File: config.mk
export PLATFORM = sky130hd
export DESIGN_NAME = ws2812_frame_serializer
export DESIGN_NICKNAME = d
export VERILOG_FILES = /design/src/design/ws2812fs_pkg.sv /design/src/design/ws2812fs_ram.sv /design/src/design/ws2812_frame_serializer.sv
export SDC_FILE = /design/constraint.sdc
export NUM_CORES = 2
export LEC_CHECK = 0
export BUFFER_PORTS_ARGS = -buffer_cell sky130_fd_sc_hd__buf_2
export CAP_MARGIN = 40
export CORE_MARGIN = 1.5
export CORE_UTILIZATION = 45
export DETAILED_ROUTE_END_ITERATION = 10
export SYNTH_ARGS = -nofsm -noshare
export SYNTH_HDL_FRONTEND = slang
export SYNTH_SLANG_ARGS = --single-unit
File: constraint.sdc
create_clock -name aclk -period 5.6 [get_ports aclk]
set_clock_uncertainty 0.15 [all_clocks]
set_input_delay 0 -clock aclk [delete_from_list [all_inputs] [get_ports aclk]]
set_output_delay 0 -clock aclk [all_outputs]
set_load 0.01 [all_outputs]
File: src/design/ws2812fs_pkg.sv
// Shared types, codes and defaults for the WS2812 frame serializer.
package ws2812fs_pkg;

    localparam int LED_COUNT_DEF   = 96;
    localparam int RESET_SLOTS_DEF = 48;

    localparam int DUTY_W      = 8;
    localparam int COLOUR_W    = 24;
    localparam int CFG_INDEX_W = 1;

    localparam logic [DUTY_W-1:0] HIGH_DUTY_RST = 8'd60;
    localparam logic [DUTY_W-1:0] LOW_DUTY_RST  = 8'd30;

    // input word kinds
    localparam logic [1:0] KIND_WRITE = 2'd0;
    localparam logic [1:0] KIND_START = 2'd1;
    localparam logic [1:0] KIND_TICK  = 2'd2;

    // status codes
    localparam logic [1:0] STATUS_READY = 2'd0;
    localparam logic [1:0] STATUS_BUSY  = 2'd1;
    localparam logic [1:0] STATUS_ERROR = 2'd2;

    // configuration register indexes
    localparam logic [CFG_INDEX_W-1:0] CFG_HIGH_DUTY = 1'd0;
    localparam logic [CFG_INDEX_W-1:0] CFG_LOW_DUTY  = 1'd1;

    // colour byte order on the wire
    localparam logic [1:0] COL_GREEN = 2'd0;
    localparam logic [1:0] COL_RED   = 2'd1;
    localparam logic [1:0] COL_BLUE  = 2'd2;

    typedef struct packed {
        logic [1:0] kind;
        logic [9:0] position;
        logic [7:0] red;
        logic [7:0] green;
        logic [7:0] blue;
    } in_word_t;

    typedef struct packed {
        logic [1:0]        status;
        logic [DUTY_W-1:0] duty;
        logic              frame_end;
    } out_word_t;

endpackage

File: src/design/ws2812fs_ram.sv
// Generic single-port-write, single-port-read RAM with registered read data.
module ws2812fs_ram #(
    parameter int WIDTH = 24,
    parameter int DEPTH = 96,
    parameter int ADDR_W = (DEPTH > 1) ? $clog2(DEPTH) : 1
) (
    input  logic              aclk,
    input  logic              wr_en,
    input  logic [ADDR_W-1:0] wr_addr,
    input  logic [WIDTH-1:0]  wr_data,
    input  logic              rd_en,
    input  logic [ADDR_W-1:0] rd_addr,
    output logic [WIDTH-1:0]  rd_data
);

    logic [WIDTH-1:0] mem_reg [DEPTH];
    logic [WIDTH-1:0] rd_data_reg;

    always_ff @(posedge aclk) begin
        if (wr_en) begin
            mem_reg[wr_addr] <= wr_data;
        end
        if (rd_en) begin
            rd_data_reg <= mem_reg[rd_addr];
        end
    end

    assign rd_data = rd_data_reg;

endmodule

File: src/design/ws2812_frame_serializer.sv
// WS2812 frame serializer: colour store, slot sequencer and duty output stage.
//
// Usage: words arrive on s_valid/s_ready/s_word. A write word stores
// red, green and blue at a position (an out-of-range position sets the error
// status), a start word begins a frame when idle and error free, and a tick
// word asks for the PWM compare value of the next bit slot. Slots run green,
// red, blue of each LED, MSB first, then RESET_SLOTS zero slots; frame_end
// marks the last slot. Every input word gives exactly one result word on
// m_valid/m_ready/m_word.
// Throughput: one word per cycle while m_ready is high. A word is registered
// first in the stage register, beside the registered read of the colour RAM,
// then in the output register that drives m_valid.
// Reset: idle, no error, store reads as all zero (per-entry valid bits), duties 60
// and 30. The user writes duties on the cfg port while idle; the block does not enforce it.
// Stall: with m_ready low the two pipeline words hold and s_ready drops
// once both are full; nothing is lost.
module ws2812_frame_serializer import ws2812fs_pkg::*; #(
    parameter int LED_COUNT   = LED_COUNT_DEF,
    parameter int RESET_SLOTS = RESET_SLOTS_DEF
) (
    input  logic                   aclk,
    input  logic                   aresetn,
    input  logic                   s_valid,
    output logic                   s_ready,
    input  in_word_t               s_word,
    output logic                   m_valid,
    input  logic                   m_ready,
    output out_word_t              m_word,
    input  logic                   cfg_wr_en,
    input  logic [CFG_INDEX_W-1:0] cfg_index,
    input  logic [DUTY_W-1:0]      cfg_wdata
);

    localparam int LED_W   = (LED_COUNT > 1) ? $clog2(LED_COUNT) : 1;
    localparam int TRAIL_W = $clog2(RESET_SLOTS);

    typedef enum logic [2:0] {
        ST_IDLE  = 3'b001,
        ST_DATA  = 3'b010,
        ST_TRAIL = 3'b100
    } seq_state_t;

    typedef struct packed {
        logic       data_slot;
        logic [1:0] byte_sel;
        logic [2:0] bit_sel;
        logic       entry_ok;
        logic [1:0] status;
        logic       frame_end;
    } slot_info_t;

    seq_state_t state_reg, state_next;
    logic [LED_W-1:0]   led_reg, led_next;
    logic [1:0]         byte_reg, byte_next;
    logic [2:0]         bit_reg, bit_next;
    logic [TRAIL_W-1:0] trail_reg, trail_next;
    logic               error_reg, error_next;
    logic [LED_COUNT-1:0] entry_valid_reg;
    logic [DUTY_W-1:0]  high_duty_reg, low_duty_reg;

    slot_info_t s1_reg, s1_next;
    logic       s1_valid_reg;
    out_word_t  out_reg, out_next;
    logic       m_valid_reg;

    logic       accept, advance_out, frame_end;
    logic       pos_ok, wr_en, rd_en;
    logic [COLOUR_W-1:0] rd_data;
    logic [7:0] colour_byte;
    logic       bit_val;

    assign advance_out = !m_valid_reg || m_ready;
    assign s_ready     = !s1_valid_reg || advance_out;
    assign accept      = s_valid && s_ready;
    assign pos_ok      = {1'b0, s_word.position} < 11'(LED_COUNT);
    assign wr_en       = accept && (s_word.kind == KIND_WRITE) && pos_ok;
    assign rd_en       = accept && (s_word.kind == KIND_TICK) && (state_reg == ST_DATA);

    ws2812fs_ram #(
        .WIDTH (COLOUR_W),
        .DEPTH (LED_COUNT),
        .ADDR_W(LED_W)
    ) u_colour_ram (
        .aclk   (aclk),
        .wr_en  (wr_en),
        .wr_addr(s_word.position[LED_W-1:0]),
        .wr_data({s_word.red, s_word.green, s_word.blue}),
        .rd_en  (rd_en),
        .rd_addr(led_reg),
        .rd_data(rd_data)
    );

    // slot sequencer
    always_comb begin
        state_next = state_reg;
        led_next   = led_reg;
        byte_next  = byte_reg;
        bit_next   = bit_reg;
        trail_next = trail_reg;
        error_next = error_reg;
        frame_end  = 1'b0;
        case (s_word.kind)
            KIND_WRITE: begin
                error_next = !pos_ok;
            end
            KIND_START: begin
                if (state_reg == ST_IDLE && !error_reg) begin
                    state_next = ST_DATA;
                    led_next   = '0;
                    byte_next  = COL_GREEN;
                    bit_next   = '0;
                    trail_next = '0;
                end
            end
            KIND_TICK: begin
                case (state_reg)
                    ST_DATA: begin
                        bit_next = bit_reg + 3'd1;
                        if (bit_reg == 3'd7) begin
                            if (byte_reg == COL_BLUE) begin
                                byte_next = COL_GREEN;
                                if (led_reg == LED_W'(LED_COUNT - 1)) begin
                                    state_next = ST_TRAIL;
                                    trail_next = '0;
                                end else begin
                                    led_next = led_reg + LED_W'(1);
                                end
                            end else begin
                                byte_next = byte_reg + 2'd1;
                            end
                        end
                    end
                    ST_TRAIL: begin
                        if (trail_reg == TRAIL_W'(RESET_SLOTS - 1)) begin
                            frame_end  = 1'b1;
                            state_next = ST_IDLE;
                            trail_next = '0;
                        end else begin
                            trail_next = trail_reg + TRAIL_W'(1);
                        end
                    end
                    default: begin
                    end
                endcase
            end
            default: begin
            end
        endcase
    end

    always_comb begin
        s1_next.data_slot = (s_word.kind == KIND_TICK) && (state_reg == ST_DATA);
        s1_next.byte_sel  = byte_reg;
        s1_next.bit_sel   = bit_reg;
        s1_next.entry_ok  = entry_valid_reg[led_reg];
        s1_next.frame_end = frame_end;
        if (state_next != ST_IDLE) begin
            s1_next.status = STATUS_BUSY;
        end else if (error_next) begin
            s1_next.status = STATUS_ERROR;
        end else begin
            s1_next.status = STATUS_READY;
        end
    end

    // duty pick from the RAM word
    always_comb begin
        case (s1_reg.byte_sel)
            COL_GREEN: colour_byte = rd_data[15:8];
            COL_RED:   colour_byte = rd_data[23:16];
            default:   colour_byte = rd_data[7:0];
        endcase
        bit_val            = colour_byte[3'd7 - s1_reg.bit_sel] && s1_reg.entry_ok;
        out_next.status    = s1_reg.status;
        out_next.frame_end = s1_reg.frame_end;
        if (!s1_reg.data_slot) begin
            out_next.duty = '0;
        end else if (bit_val) begin
            out_next.duty = high_duty_reg;
        end else begin
            out_next.duty = low_duty_reg;
        end
    end

    always_ff @(posedge aclk) begin
        if (!aresetn) begin
            state_reg       <= ST_IDLE;
            led_reg         <= '0;
            byte_reg        <= COL_GREEN;
            bit_reg         <= '0;
            trail_reg       <= '0;
            error_reg       <= 1'b0;
            entry_valid_reg <= '0;
            high_duty_reg   <= HIGH_DUTY_RST;
            low_duty_reg    <= LOW_DUTY_RST;
            s1_valid_reg    <= 1'b0;
            m_valid_reg     <= 1'b0;
        end else begin
            if (accept) begin
                state_reg <= state_next;
                led_reg   <= led_next;
                byte_reg  <= byte_next;
                bit_reg   <= bit_next;
                trail_reg <= trail_next;
                error_reg <= error_next;
            end
            if (wr_en) begin
                entry_valid_reg[s_word.position[LED_W-1:0]] <= 1'b1;
            end
            if (cfg_wr_en) begin
                case (cfg_index)
                    CFG_HIGH_DUTY: high_duty_reg <= cfg_wdata;
                    CFG_LOW_DUTY:  low_duty_reg  <= cfg_wdata;
                    default: begin
                    end
                endcase
            end
            if (s_ready) begin
                s1_valid_reg <= s_valid;
            end
            if (advance_out) begin
                m_valid_reg <= s1_valid_reg;
            end
        end
    end

    always_ff @(posedge aclk) begin
        if (accept) begin
            s1_reg <= s1_next;
        end
        if (advance_out && s1_valid_reg) begin
            out_reg <= out_next;
        end
    end

    assign m_valid = m_valid_reg;
    assign m_word  = out_reg;

endmodule

Yosys cells after proc, flatten, opt, wreduce, memory -nomap -nowiden
Memory sizes are Yosys's and may differ from the RTL's. A register that Yosys moved wholly into a read port is not among the register bits.
Index checks and enable logic that the tools add are counted.
{"block": "classes", "addsub": 5, "order_cmp": 5, "n_eq_ne": 20, "n_mux": 41, "bitwise_logic": 2, "reduce_logical": 26}
{"operator": "96-bit OR", "count": 1}
{"operator": "7-bit two-way mux", "count": 5}
{"operator": "6-bit two-way mux", "count": 5}
{"operator": "6-bit one-hot mux with 2 select lines", "count": 2}
{"operator": "3-bit two-way mux", "count": 7}
{"operator": "3-bit one-hot mux with 2 select lines", "count": 3}
{"operator": "7-bit by 8-bit less-than comparator with 1-bit output, second input constant", "count": 2}
{"operator": "8-bit one-hot mux with 2 select lines", "count": 1}
{"operator": "7-bit one-hot mux with 2 select lines", "count": 1}
{"operator": "7-bit AND reduction", "count": 2}
{"operator": "1-bit logical AND", "count": 10}
{"operator": "10-bit by 7-bit less-than comparator with 1-bit output, second input constant", "count": 1}
{"operator": "2-bit two-way mux", "count": 5}
{"operator": "2-bit inequality test, second input constant", "count": 5}
{"operator": "3-bit inequality test, second input constant", "count": 3}
{"operator": "8-bit two-way mux", "count": 1}
{"operator": "7-bit by 1-bit adder with 7-bit output, second input constant", "count": 1}
{"operator": "1-bit binary-select mux with 7-bit select", "count": 1}
{"operator": "1-bit demux with 7-bit select", "count": 1}
{"operator": "7-bit equality test, second input constant", "count": 1}
{"operator": "7-bit by 1-bit greater-or-equal comparator with 1-bit output, second input constant", "count": 1}
{"operator": "1-bit two-way mux", "count": 7}
{"operator": "6-bit by 1-bit adder with 6-bit output, second input constant", "count": 1}
{"operator": "3-bit equality test, second input constant", "count": 2}
{"operator": "21 further kinds", "count": 30}
{"block": "word_totals", "register_bits": 157, "ramBits": 2304, "inputBits": 50, "output_inout_bits": 13, "elab_cells": 120, "n_memories": 1}
{"name": "u_colour_ram.mem_reg", "words": 96, "word_bits": 24, "rd": 1, "rd_clocked_by_memory_dff": 1, "write_ports": 1, "line": "ws2812fs_ram.sv:16", "rtl": "logic [WIDTH-1:0] mem_reg [DEPTH];"}

Depth between registers and ports, before layout
{"block": "depth", "ltp_word": 8, "depth_mapped": 11, "mapped_depth_nobuf": 8}

Cells and area by module
From an unflattened synthesis, not the netlist that was laid out.
{"block": "unflattened", "hier_cells": 4788, "area_unflattened_um2": 96884.2}
{"mod": "ws2812fs_ram", "n_inst": 1, "cells_per_inst": 4060, "area_per_inst_um2": 89716.0, "seq_area_each_um2": 69907.0}
{"mod": "ws2812_frame_serializer", "n_inst": 1, "cells_per_inst": 728, "area_per_inst_um2": 7168.1, "seq_area_each_um2": 3353.2}

Least setup slack after synthesis
No wires, ideal clock.
{"block": "synth_path", "path_type": "input -> register", "start": "in s_word[30] in the netlist's numbering", "end": "mem u_colour_ram.mem_reg[64][0], enable pin", "setup_ps": 406, "t_arrival_ps": 2270, "required_time_ps": 5044, "path_slack_ps": 2773, "cell_stages": 5, "n_path_buf": 0, "cell_sequence": "a2111oi_0 > nand4_1 > nor3_1 > nand2_1 > nor2_1"}
{"block": "synth_via", "elab_chain_len": 4}
{"item": "from (decl)", "line": "ws2812_frame_serializer.sv:25", "rtl": "input in_word_t s_word,"}
{"item": "10-bit by 7-bit less-than comparator with 1-bit output", "line": "ws2812_frame_serializer.sv:75", "rtl": "assign pos_ok = {1'b0, s_word.position} < 11'(LED_COUNT);"}
{"item": "1-bit logical AND", "line": "ws2812_frame_serializer.sv:76", "rtl": "assign wr_en = accept && (s_word.kind == KIND_WRITE) && pos_ok;"}
{"item": "1-bit two-way mux", "line": "ws2812fs_ram.sv:20", "rtl": "if (wr_en) begin"}
{"item": "1-bit two-way mux (implied by the code)", "line": "ws2812fs_ram.sv:21", "rtl": "mem_reg[wr_addr] <= wr_data;"}
{"item": "to (decl)", "line": "ws2812fs_ram.sv:16"}
Several ways; a longest one is shown, not always the timed one.

Final worst setup path
{"block": "layout_path", "start": "in s_word[30] in the netlist's numbering", "end": "mem u_colour_ram.mem_reg[24][4], enable pin"}
Same word-level chain as after synthesis.

==> flow_metrics.env <==
export IMPL_fin_ws_ns=1.31
export IMPL_syn_area_mm2=0.0953
export IMPL_antenna_found_initial=13
export IMPL_start_util=0.454
export IMPL_grt_overflow_total=0
export IMPL_cp_arrival_ns=4.70
export IMPL_slew_viol_final=0
export IMPL_grt_usage=0.244
export IMPL_drt_wl_total_um=264000
export IMPL_grt_max_degree=100
export IMPL_reg2reg_depth=7
export IMPL_drv_cap=0
export IMPL_grt_setup_unrepaired="no"
export IMPL_leakagePower_nw=33.4
export IMPL_io_buffers=62
export IMPL_worstPathRequired_ns=6.02
export IMPL_synth_adder_area_share=0.000919
export IMPL_drcViolationCount=0
export IMPL_synth_nets=4632
export IMPL_layout_common_cells="edfxtp_1 (2349), mux4_2 (541), clkbuf_16 (287)"
export IMPL_synthCells=4575
export IMPL_root_buffer="clkbuf_16"
export IMPL_grt_use_met1=0.353
export IMPL_clock_sinks=2485
export IMPL_synth_compound_area_frac=0.0401
export IMPL_nets=5028
export IMPL_min_from="s_word[19]"
export IMPL_hold_class="in2reg"
export IMPL_max_slew_margin_rel=0.316
export IMPL_ios=63
export IMPL_hold_ws_ns=0.0467
export IMPL_nFillCells=16246
export IMPL_drtIter0Drc=6294
export IMPL_final_common_cell="edfxtp_1"
export IMPL_grt_pass1_vias=47820
export IMPL_syn_avg_cell_area_um2=20.8
export IMPL_cp_startpoint="s_word[30]"
export IMPL_hold_viol=0
export IMPL_drive_above_1_share=0.257
export IMPL_largest_reg_flops=2304
export IMPL_dp_hpwl_um=159000
export IMPL_place_area_mm2=0.100
export IMPL_area_growth_pct=15.4
export IMPL_holdPathEnd="u_colour_ram.mem_reg[75][19]$_DFFE_PP_"
export IMPL_finalSetupTns_ns=0
export IMPL_dieHeight_um=463
export IMPL_ys_seq_elements=2485
export IMPL_ant_nets=0
export IMPL_numCtsBuffers=276
export IMPL_worst_slew_pin_slew_ns=1.03
export IMPL_hold_depth=2
export IMPL_yosysWarnings=0
export IMPL_met3_usage=0.0441
export IMPL_htreeDepth=5
export IMPL_grt_busiest_layer="met2"
export IMPL_power_mw=38.3
export IMPL_dp_cells=7398
export IMPL_synthFlopType="edfxtp_1"
export IMPL_reg2reg_from="s1_valid_reg$_SDFFE_PN0N_"
export IMPL_core_area_mm2=0.210
export IMPL_p_per_area_mw_per_mm2=348
export IMPL_place_gp_congestion=0.894
export IMPL_crit_type="in2reg"
export IMPL_synth_top_family_by_area="multiplexers"
export IMPL_final_min_clock_period_ns=4.29
export IMPL_synth_simple_gate_area_frac=0.0231
export IMPL_worst_path_max_fanout=20
export IMPL_rows=168
export IMPL_ys_seq_area_frac=0.768
export IMPL_cts_tree="yes"
export IMPL_clock_latency_ns=0.91
export IMPL_period_share=0.765
export IMPL_synthMuxAreaShare=0.154
export IMPL_routed_via_density=6.10
export IMPL_setup_viol=0
export IMPL_synth_cell_types=63
export IMPL_clockBufferDepth=4
export IMPL_die_area_mm2=0.215
export IMPL_r2r_end="u_colour_ram.mem_reg[24][4]$_DFFE_PP_"
export IMPL_end_kind="flop"
export IMPL_die_x_um=463
export IMPL_final_cells=7982
export IMPL_final_util=0.524
export IMPL_cts_reportedPaths_clkPinSlew_ns=0.05
export IMPL_stdcell_area_mm2=0.110
export IMPL_vias=48688
export IMPL_rrSetupSlack_ns=1.36
export IMPL_yosys_area_share_xor_xnor=0.000367
export IMPL_gr_usage_met2=0.369
export IMPL_outcome="finished, final reports clean"
export IMPL_synth_edff_count=2349
export IMPL_grt_pass1_wl_um=370000
export IMPL_ir_worst_vdd_v=0.000343
export IMPL_pre_cts_slack_ns=1.58
export IMPL_critPathLaunchType="input pin"
export IMPL_dr_pass1_iters=6
export IMPL_fmax_mhz=233
export IMPL_async_reset_ff_frac=0
export IMPL_wl_per_cell_um=33.0
[cell usage after synthesis (all sizes together), types with 24 or more instances]
| library cell | instances | area share |
|---|---|---|
| a211oi | 27 | 0.0021 |
| a21oi | 98 | 0.0053 |
| a22oi | 168 | 0.013 |
| buf | 155 | 0.0089 |
| clkbuf | 105 | 0.0041 |
| dfxtp | 136 | 0.029 |
| edfxtp | 2349 | 0.74 |
| mux2i | 240 | 0.025 |
| mux4 | 541 | 0.13 |
| nand2 | 127 | 0.0050 |
| nand3 | 52 | 0.0027 |
| nor2 | 156 | 0.0062 |
| nor2b | 48 | 0.0031 |
| nor3 | 24 | 0.0013 |
| o21a | 101 | 0.0080 |
| o21ai | 28 | 0.0015 |
| o22ai | 26 | 0.0017 |
[timing repair]
| action | in CTS | in global routing |
|---|---|---|
| resized for setup | 0 | 0 |
| hold endpoints to repair | 2206 | 0 |
| endpoints found under the setup margin | 0 | 0 |
| hold buffers | 98 | 0 |
| setup buffers | 0 | 0 |
[cell type report]
cell class / count / area [µm²] / share of cell area
Clock inverter: 95 / 817 / 0.00743
Timing Repair Buffer: 378 / 3410 / 0.0310
Inverter: 10 / 37.5 / 0.000341
Antenna cell: 9 / 22.5 / 0.000205
Clock buffer: 380 / 7760 / 0.0706
Tap cell: 2805 / 3510 / 0.0319
Multi-Input combinational cell: 1820 / 21100 / 0.192
Sequential cell: 2485 / 73300 / 0.666
[layer usage]
layer  part of all wire  vias up  routed length [µm]
li1                   -    19866                   -
met2               0.46     2420              122000
met1               0.41    25939              109000
met5            0.00012        -                  32
met3              0.083      459               22000
met4              0.041        4               10700
[worst max path at each step]
stage                                                        to  cells past startpoint
after global placement        u_colour_ram.rd_data[6]$_DFFE_PP_                      7
after floorplan           u_colour_ram.mem_reg[64][0]$_DFFE_PP_                      5
final                     u_colour_ram.mem_reg[24][4]$_DFFE_PP_                     11
after global routing      u_colour_ram.mem_reg[35][7]$_DFFE_PP_                     11
after detailed placement     u_colour_ram.rd_data[20]$_DFFE_PP_                      6
after CTS                 u_colour_ram.mem_reg[24][4]$_DFFE_PP_                     11
[cell families after synthesis]
logic type / after synthesis
xor gates and xnor gates: 4
and+or+nand+nor: 476
DFF: 2485
muxes: 787
buffers and inverters: 270
AOI/OAI and AO/OA: 546
adders and majority gates: 7
[report_power, final]
part	leakage, nW	internal (mW)	switching [mW]
clock	4.21	10.3	7.05
sequential	22.2	20.3	0.0168
combinational	6.97	0.123	0.505
[critical path, stage by stage]
cell	delay, ns
dlygate4sd3_1	0.53
buf_2	0.14
a2111oi_2	0.36
dlygate4sd3_1	0.59
buf_2	0.20
nand4_1	0.25
nor3_1	0.79
nand2_1	0.46
dlygate4sd3_1	0.72
nor2_2	0.26
buf_4	0.38
No activity file was read; power rests on OpenSTA's default activity.
